<file path="config.mk">
export PLATFORM = sky130hd
export DESIGN_NAME = fixed_frame_receiver_checksum
export DESIGN_NICKNAME = d
export VERILOG_FILES = /design/src/design/ffrc_pkg.sv /design/src/design/fixed_frame_receiver_checksum.sv
export SDC_FILE = /design/constraint.sdc
export NUM_CORES = 1
export LEC_CHECK = 0
export BUFFER_PORTS_ARGS = -buffer_cell sky130_fd_sc_hd__buf_2
export CORE_AREA = 2 2 109 111
export CTS_CLUSTER_DIAMETER = 60
export DETAILED_ROUTE_END_ITERATION = 12
export DIE_AREA = 0 0 111 113
export PLACE_DENSITY = 0.91
export SETUP_SLACK_MARGIN = 0.5
export SLEW_MARGIN = 20
export SYNTH_ARGS = -nofsm -noshare
export SYNTH_HDL_FRONTEND = slang
export SYNTH_SLANG_ARGS = --single-unit
</file>
<file path="constraint.sdc">
create_clock -name clk -period 12.7 [get_ports clk]
set_input_delay 2.54 -clock clk [delete_from_list [all_inputs] [get_ports clk]]
set_output_delay 2.54 -clock clk [all_outputs]
set_load 0.01 [all_outputs]
</file>
<file path="src/design/ffrc_pkg.sv">
// Package for the fixed frame receiver with additive checksum.
// Holds the frame geometry, marker bytes, command and status codes.
// No dependencies.
`default_nettype none

package ffrc_pkg;

    // Frame geometry.
    localparam int unsigned FRAME_LEN  = 10;
    localparam int unsigned CNT_W      = $clog2(FRAME_LEN);

    // Marker bytes and their positions in the frame.
    localparam logic [7:0] DLE_BYTE = 8'h10;
    localparam logic [7:0] STX_BYTE = 8'h02;
    localparam logic [7:0] ADR_BYTE = 8'h01;
    localparam logic [7:0] ETX_BYTE = 8'h03;

    localparam int unsigned POS_DLE0  = 0;
    localparam int unsigned POS_STX   = 1;
    localparam int unsigned POS_DATA0 = 2;
    localparam int unsigned POS_DATA1 = 3;
    localparam int unsigned POS_ADR   = 4;
    localparam int unsigned POS_DATA2 = 5;
    localparam int unsigned POS_DATA3 = 6;
    localparam int unsigned POS_DLE1  = 7;
    localparam int unsigned POS_ETX   = 8;

    // Timeout register.
    localparam int unsigned  TIMEOUT_W     = 16;
    localparam logic [15:0]  TIMEOUT_RESET = 16'd300;

    typedef enum logic [1:0] {
        CMD_BYTE    = 2'd0,
        CMD_TICK    = 2'd1,
        CMD_RELEASE = 2'd2,
        CMD_SPARE   = 2'd3
    } cmd_t;

    typedef enum logic [2:0] {
        ST_STORED   = 3'd0,
        ST_GOOD     = 3'd1,
        ST_BAD_MARK = 3'd2,
        ST_BAD_SUM  = 3'd3,
        ST_DROPPED  = 3'd4,
        ST_TICK     = 3'd5,
        ST_FLUSH    = 3'd6,
        ST_RELEASED = 3'd7
    } status_t;

endpackage

`default_nettype wire

</file>
<file path="src/design/fixed_frame_receiver_checksum.sv">
// Top level of the fixed frame receiver with additive checksum.
// Depends on ffrc_pkg for frame geometry, marker bytes and codes.
// Single module: state registers, next-state logic and result register.
`default_nettype none

// The receiver gathers bytes into a ten-byte frame and, when the tenth byte
// arrives, checks the marker bytes (0x10, 0x02 at the head, 0x01 in the
// middle, 0x10, 0x03 at the tail) and compares the 8-bit wrapping sum of
// bytes 2 to 6 with byte 9. A good frame raises busy and reports bytes 2, 3,
// 5 and 6; bytes received while busy are dropped until a release command
// arrives. Timer ticks age a partial frame, which is flushed when the age
// reaches the value written on the configuration port (300 after reset; a
// value of 0 means 65536 ticks). Every accepted transfer produces exactly
// one result transfer. The state update and the result are computed in
// one pass of short logic and the result is captured in an output
// register, so a new transfer is taken in every cycle in which that
// register is empty or is being drained. The result appears in the cycle
// after acceptance. There is no clearing pass after reset, and the
// configuration port is always ready.
module fixed_frame_receiver_checksum (
    input  wire logic        clk,
    input  wire logic        rst_n,
    // Input channel
    input  wire logic        in_valid,
    output logic             in_ready,
    input  wire logic [1:0]  command,
    input  wire logic [7:0]  rx_byte,
    // Result channel
    output logic             out_valid,
    input  wire logic        out_ready,
    output logic [2:0]       status,
    output logic [7:0]       payload_a,
    output logic [7:0]       payload_b,
    output logic [7:0]       payload_c,
    output logic [7:0]       payload_d,
    output logic             busy_flag,
    // Configuration channel
    input  wire logic        cfg_valid,
    output logic             cfg_ready,
    input  wire logic [15:0] cfg_data
);

    // Frame store. Every entry that the checks read is rewritten before a
    // frame completes, so the store needs no reset and is never cleared: a
    // bad or flushed frame only rewinds the byte counter and the age.
    logic [7:0] store_reg [ffrc_pkg::FRAME_LEN];

    logic [ffrc_pkg::CNT_W-1:0]     count_reg, count_next;
    logic [ffrc_pkg::TIMEOUT_W-1:0] linger_reg, linger_next;
    logic [ffrc_pkg::TIMEOUT_W-1:0] linger_inc;
    logic [ffrc_pkg::TIMEOUT_W-1:0] timeout_reg;
    logic                           busy_reg, busy_next;

    // Result register.
    logic                     out_valid_reg;
    ffrc_pkg::status_t        status_reg, status_next;
    logic [7:0]               pay_a_reg, pay_b_reg, pay_c_reg, pay_d_reg;
    logic [7:0]               pay_a_next, pay_b_next, pay_c_next, pay_d_next;
    logic                     busy_out_reg;

    logic                     accept;
    logic                     store_we;
    logic                     last_byte;
    logic                     marks_ok;
    logic [7:0]               sum;
    ffrc_pkg::cmd_t           cmd;

    // The output register parts the two sides: a new transfer is taken
    // whenever the pending result leaves in the same cycle or none waits.
    assign in_ready  = !out_valid_reg || out_ready;
    assign accept    = in_valid && in_ready;
    assign cfg_ready = 1'b1;
    assign cmd       = ffrc_pkg::cmd_t'(command);

    assign last_byte = (count_reg == ffrc_pkg::CNT_W'(ffrc_pkg::FRAME_LEN - 1));

    // Marker check and checksum on the completed frame; byte 9 is the byte
    // arriving now and is not yet in the store.
    assign marks_ok = (store_reg[ffrc_pkg::POS_DLE0] == ffrc_pkg::DLE_BYTE) &&
                      (store_reg[ffrc_pkg::POS_STX]  == ffrc_pkg::STX_BYTE) &&
                      (store_reg[ffrc_pkg::POS_ADR]  == ffrc_pkg::ADR_BYTE) &&
                      (store_reg[ffrc_pkg::POS_DLE1] == ffrc_pkg::DLE_BYTE) &&
                      (store_reg[ffrc_pkg::POS_ETX]  == ffrc_pkg::ETX_BYTE);

    assign sum = store_reg[ffrc_pkg::POS_DATA0] + store_reg[ffrc_pkg::POS_DATA1] +
                 store_reg[ffrc_pkg::POS_ADR]   + store_reg[ffrc_pkg::POS_DATA2] +
                 store_reg[ffrc_pkg::POS_DATA3];

    assign linger_inc = linger_reg + ffrc_pkg::TIMEOUT_W'(1);

    always_comb
    begin
        count_next  = count_reg;
        linger_next = linger_reg;
        busy_next   = busy_reg;
        store_we    = 1'b0;
        status_next = ffrc_pkg::ST_TICK;
        pay_a_next  = 8'd0;
        pay_b_next  = 8'd0;
        pay_c_next  = 8'd0;
        pay_d_next  = 8'd0;

        unique case (cmd)
            ffrc_pkg::CMD_BYTE:
            begin
                if (busy_reg)
                begin
                    status_next = ffrc_pkg::ST_DROPPED;
                end
                else if (last_byte)
                begin
                    store_we    = 1'b1;
                    count_next  = '0;
                    linger_next = '0;
                    if (!marks_ok)
                    begin
                        status_next = ffrc_pkg::ST_BAD_MARK;
                    end
                    else if (sum != rx_byte)
                    begin
                        status_next = ffrc_pkg::ST_BAD_SUM;
                    end
                    else
                    begin
                        status_next = ffrc_pkg::ST_GOOD;
                        busy_next   = 1'b1;
                        pay_a_next  = store_reg[ffrc_pkg::POS_DATA0];
                        pay_b_next  = store_reg[ffrc_pkg::POS_DATA1];
                        pay_c_next  = store_reg[ffrc_pkg::POS_DATA2];
                        pay_d_next  = store_reg[ffrc_pkg::POS_DATA3];
                    end
                end
                else
                begin
                    store_we    = 1'b1;
                    count_next  = count_reg + ffrc_pkg::CNT_W'(1);
                    status_next = ffrc_pkg::ST_STORED;
                end
            end
            ffrc_pkg::CMD_TICK:
            begin
                // Only a partial frame that is not waiting for release ages.
                if (count_reg != '0 && !busy_reg)
                begin
                    if (linger_inc == timeout_reg)
                    begin
                        linger_next = '0;
                        count_next  = '0;
                        status_next = ffrc_pkg::ST_FLUSH;
                    end
                    else
                    begin
                        linger_next = linger_inc;
                    end
                end
            end
            ffrc_pkg::CMD_RELEASE:
            begin
                busy_next   = 1'b0;
                status_next = ffrc_pkg::ST_RELEASED;
            end
            ffrc_pkg::CMD_SPARE:
            begin
                status_next = ffrc_pkg::ST_TICK;
            end
            default:
            begin
                status_next = ffrc_pkg::ST_TICK;
            end
        endcase
    end

    // Control state.
    always_ff @(posedge clk or negedge rst_n)
    begin
        if (!rst_n)
        begin
            count_reg     <= '0;
            linger_reg    <= '0;
            busy_reg      <= 1'b0;
            timeout_reg   <= ffrc_pkg::TIMEOUT_RESET;
            out_valid_reg <= 1'b0;
        end
        else
        begin
            if (cfg_valid && cfg_ready)
            begin
                timeout_reg <= cfg_data;
            end
            if (accept)
            begin
                count_reg     <= count_next;
                linger_reg    <= linger_next;
                busy_reg      <= busy_next;
                out_valid_reg <= 1'b1;
            end
            else if (out_ready)
            begin
                out_valid_reg <= 1'b0;
            end
        end
    end

    // Frame store and result payload.
    always_ff @(posedge clk)
    begin
        if (accept && store_we)
        begin
            for (int i = 0; i < ffrc_pkg::FRAME_LEN; i++)
            begin
                if (count_reg == ffrc_pkg::CNT_W'(i))
                begin
                    store_reg[i] <= rx_byte;
                end
            end
        end
        if (accept)
        begin
            status_reg   <= status_next;
            pay_a_reg    <= pay_a_next;
            pay_b_reg    <= pay_b_next;
            pay_c_reg    <= pay_c_next;
            pay_d_reg    <= pay_d_next;
            busy_out_reg <= busy_next;
        end
    end

    assign out_valid = out_valid_reg;
    assign status    = status_reg;
    assign payload_a = pay_a_reg;
    assign payload_b = pay_b_reg;
    assign payload_c = pay_c_reg;
    assign payload_d = pay_d_reg;
    assign busy_flag = busy_out_reg;

    // The byte counter never runs past the last position of the frame.
    assert property (@(posedge clk) disable iff (!rst_n)
        count_reg < ffrc_pkg::CNT_W'(ffrc_pkg::FRAME_LEN))
        else $error("byte counter beyond frame length");

    // A byte accepted while busy must be reported as dropped.
    assert property (@(posedge clk) disable iff (!rst_n)
        accept && busy_reg && cmd == ffrc_pkg::CMD_BYTE
        |=> out_valid && status == ffrc_pkg::ST_DROPPED)
        else $error("byte taken while busy was not dropped");

    // A good frame always leaves the block busy.
    assert property (@(posedge clk) disable iff (!rst_n)
        out_valid && status == ffrc_pkg::ST_GOOD |-> busy_flag && busy_reg)
        else $error("good frame reported without busy");

    // Payload fields stay zero unless a good frame is reported.
    assert property (@(posedge clk) disable iff (!rst_n)
        out_valid && status != ffrc_pkg::ST_GOOD
        |-> (payload_a | payload_b | payload_c | payload_d) == 8'd0)
        else $error("payload present without a good frame");

endmodule

`default_nettype wire
</file>
# Word level (Yosys, flattened, before mapping)
# Memory sizes are Yosys's and may differ from the RTL's.
# Index checks and enable logic that the tools add are counted.
# word_totals
regBits	74
ramBits	80
in_bits	31
out_inout_bits	39
elab_cells	154
n_memories	1
# mem_list
memory	words	word_bits	rd	rd_ports_with_merged_regs	write_ports	line	rtl
store_reg	10	8	9	0	1	fixed_frame_receiver_checksum.sv:46	logic [7:0] store_reg [ffrc_pkg::FRAME_LEN];
# op_classes
addsub	6
n_eq_ne	23
muxes	83
bitwise	3
reduce_logical	27
# op_table
cell	n
$mux W8	9
$reduce_or A8 Y1	9
$mux W16	4
$mux W4	13
$mux W1	47
$add A8 B8 Y8	4
$pmux W16 S2	1
$add A16 B1 Y16 const B	1
$eq A16 B16 Y1	1
$eq A4 B3 Y1 const B	4
$eq A8 B2 Y1 const B	2
$eq A8 B5 Y1 const B	2
$pmux W3 S4	1
$reduce_and A5 Y1	2
$eq A4 B2 Y1 const B	2
$eq A4 B4 Y1 const B	2
$eq A8 B1 Y1 const B	1
$mux W2	4
$ne A2 B2 Y1 const B	4
$ne A8 B8 Y1	1
$pmux W4 S2	1
$logic_and A1 B1 Y1	7
$mux W3	2
$reduce_or A5 Y1	1
other kinds (12)	17

# Depth between registers and ports, before layout
# depth
word_depth	16
depth_mapped	14
mapped_depth_nobuf	13

# Worst setup path before layout
# No wires, ideal clock.
# synth_path
path_type	input port to output port
startpoint	in out_ready
endpoint	out in_ready
arrival_time_ps	2735
required_ps	10160
setup_slack_ps	7425
path_stages	1
path_buffers	0
path_cell_list	nand2b_1
# synth_between
elab_chain_cells	1
# synth_rtl
item	line	rtl
start, declared	fixed_frame_receiver_checksum.sv:30	input wire logic out_ready,
$logic_or A1 B1 Y1	fixed_frame_receiver_checksum.sv:70	assign in_ready = !out_valid_reg || out_ready;
end, declared	fixed_frame_receiver_checksum.sv:25	output logic in_ready,
# Every way passes these cells.

# Final worst setup path
# Same ends and word-level chain as after synthesis.

==> impl_metrics.tcl <==
set metrics [dict create \
    max_stage_delay_ns 0.17 \
    hold_depth 1 \
    critical_path_required_ns 10.16 \
    rows 39 \
    combinationalPowerShare_pct 8.4 \
    dp_slack_ns 7.21 \
    final_cell_mix "edfxtp_1, buf_2, inv_1" \
    hpwl_mm 10.4 \
    die_h_um 113 \
    fin_ws_ns 7.20 \
    seq_area_frac_synth_pct 59.0 \
    post_drt_via_cell_ratio 6.33 \
    yosysTopAreaCell "edfxtp_1" \
    layout.nets 674 \
    worstHoldPathType "reg2reg" \
    htreeDepth 4 \
    root_buffer "clkbuf_16" \
    cp_slowest_cell "nand2b_1" \
    gp_congestion 0.898 \
    p_int_uw 854 \
    drv_slew 0 \
    crit_path_end_kind "output pin" \
    power_switching_uw 300 \
    cts_resized 0 \
    cp_num_cells 3 \
    final_hold_viol_count 0 \
    vdd_ir_drop_max_mv 0.0929 \
    r2r_slack_ns 8.12 \
    p_sw_share_pct 26.0 \
    syn-cell-area_mm2 0.00712 \
    critPathKind "in2out" \
    cp_top_family "buffers and inverters" \
    min_period_ns 5.50 \
    drt_first_pass_iters 5 \
    place.port_buffers 68 \
    timing.final.crit_share_pct 43.3 \
    ioPinCount 70 \
    slew_headroom_pct 31.8 \
    cts_made_buffers 17 \
    drtAntennaViolNets 0 \
    cp_max_fo 4 \
    syn_to_final_growth_pct 14.2 \
    power.leakage_uw 0.00315 \
    first_global_vias 4890 \
    r2r_cells 14 \
    antenna_cells 0 \
    path_cells "buf_2, nand2b_1, buf_2" \
    yosysWarnings 0 \
    syn-num-nets 612 \
    async_flop_share_pct 26.0 \
    cts.sinks 146 \
    drive_above_1_share_pct 22.5 \
    insertion_delay_ns 0.43 \
    grt_pass1_wl_mm 26.5 \
    powerDensity_mw_per_mm2 142 \
    p_seq_share_pct 48.1 \
    setup_viol 0 \
    timing.rr.end "payload_a[2]$_SDFFCE_PP0P_" \
    tns_ns 0 \
    p_clk_share_pct 43.5 \
    worst_ep_arrival_time_ns 2.96 \
    grt_antenna_before_repair 0 \
    start_kind "input pin" \
    die_w_um 111 \
    timing.hold.ws_ns 0.531 \
    drt-initial-drc-count 569 \
    synth_enable_flop_cells 108 \
    drc_errors 0 \
    largest_reg_flops 72 \
    crit_start "out_ready" \
    syn_inst 552 \
    ys_ff_latch 146 \
    finalPower_uw 1150 \
    holdBufCountCts 0 \
    grt_overflow_total 0 \
    grt_max_degree 39 \
    r2r-start "store_reg[6][1]$_DFFE_PP_" \
    postSynthAreaPerCell_um2 12.9 \
    fmax_ghz 0.182 \
    worst_pin_slew_ns 1.02 \
    vias 4872 \
    wirelength_mm 16.4 \
    status "finished clean" \
    grt_setup_unrepaired "no" \
    fin_skew_ns 0.00844 \
    start_util_pct 63.1 \
    cp_common_cell "buf_2" \
    clockBufferDepth 2 \
    post_cts_buffers 0 \
    path_clk_slew_ns 0.06 \
    critPathBufInv 2 \
    max_cap_viol_count 0 \
    synth.area.top_cells "edfxtp_1, dfrtp_1, fa_1" \
    cp-endpoint "in_ready" \
    die_area_mm2 0.0125 \
    synth_top_flop_cell "edfxtp_1" \
    yosysUniqueCellTypes 67 \
    cts_tree "done" \
    mostFrequentLayoutCell "edfxtp_1" \
    wl_per_cell_um 21.3 \
    core_mm2 0.0113 \
    groute.usage.overall_pct 27.8 \
    netlist.area_leader.share_pct 45.6 \
]
-- worst min-delay path by stage --
stage,endpoint,slack [ns],from
floorplan,timeout_reg[11]$_DFFE_PN0P_,0.50,timeout_reg[11]$_DFFE_PN0P_
global placement,timeout_reg[9]$_DFFE_PN0P_,0.52,timeout_reg[9]$_DFFE_PN0P_
detailed placement,timeout_reg[15]$_DFFE_PN0P_,0.52,timeout_reg[15]$_DFFE_PN0P_
CTS,timeout_reg[6]$_DFFE_PN0P_,0.54,timeout_reg[6]$_DFFE_PN0P_
global route,timeout_reg[7]$_DFFE_PN0P_,0.55,timeout_reg[7]$_DFFE_PN0P_
finish,timeout_reg[6]$_DFFE_PN0P_,0.53,timeout_reg[6]$_DFFE_PN0P_
-- synthesized netlist by cell type (4+ instances only) --
master,number
a21o_1,6
a21oi_1,6
a22o_1,9
and3_1,4
buf_2,5
buf_4,4
clkbuf_1,15
dfrtp_1,34
dfstp_2,4
edfxtp_1,108
fa_1,20
ha_1,9
inv_1,50
mux2_2,15
nand2_1,28
nand2b_1,9
nand3_1,9
nand4_1,7
nor2_1,20
nor2b_1,4
nor3_1,42
nor3b_1,4
nor4_1,14
nor4b_1,5
o21ai_0,11
o31ai_1,6
or3_1,4
xnor2_1,33
xor2_1,8
-- cell families (layout without fill, tap and decap cells) --
| group | count (synthesis) | in the layout | share of synthesized area (%) |
|---|---|---|---|
| AND/OR/NAND/NOR | 169 | 169 | 13.5 |
| XOR/XNOR | 41 | 41 | 5.05 |
| AO/OA/AOI/OAI | 71 | 71 | 7.91 |
| buffers and inverters | 78 | 153 | 4.62 |
| adder cells (fa/ha/maj) | 29 | 29 | 7.21 |
| multiplexers | 17 | 17 | 2.66 |
| flip-flops | 146 | 146 | 59.0 |
| other | 1 | 1 | 0.0527 |
-- final cells by class --
type,instances,area [µm²]
Tap cell,143,179
Multi-Input combinational cell,328,2600
Sequential cell,146,4200
Clock buffer,17,425
Timing Repair Buffer,71,363
Clock inverter,15,169
Inverter,50,188
Fill cell,645,3150
-- routing by layer --
metal	share of wire [%]	vias to the layer above	GRT usage, %
met2	49	295	45.6
li1	-	2142	-
met4	3.2	0	11.8
met3	8.4	54	6.70
met1	39	2381	35.9
met5	0	-	0
-- power by group through the flow --
| stage | sequential [µW] | clock [µW] | combinational, µW |
|---|---|---|---|
| 2_1_floorplan | 553 | 0 | 72.3 |
| 3_3_place_gp | 561 | 0 | 88.7 |
| 3_5_place_dp | 563 | 0 | 93.1 |
| 4_1_cts | 553 | 502 | 96.1 |
| 5_1_grt | 558 | 524 | 106 |
| 6_report | 555 | 502 | 96.7 |
-- stage by stage --
step	area (µm²)	cells	util (%)
floorplan	7120	552	-
global placement	7520	738	66.7
detailed placement	7520	738	66.7
CTS	8110	770	72.0
global route	8120	770	72.1
finish	8120	770	72.1
(Power assumes the default switching activity.)
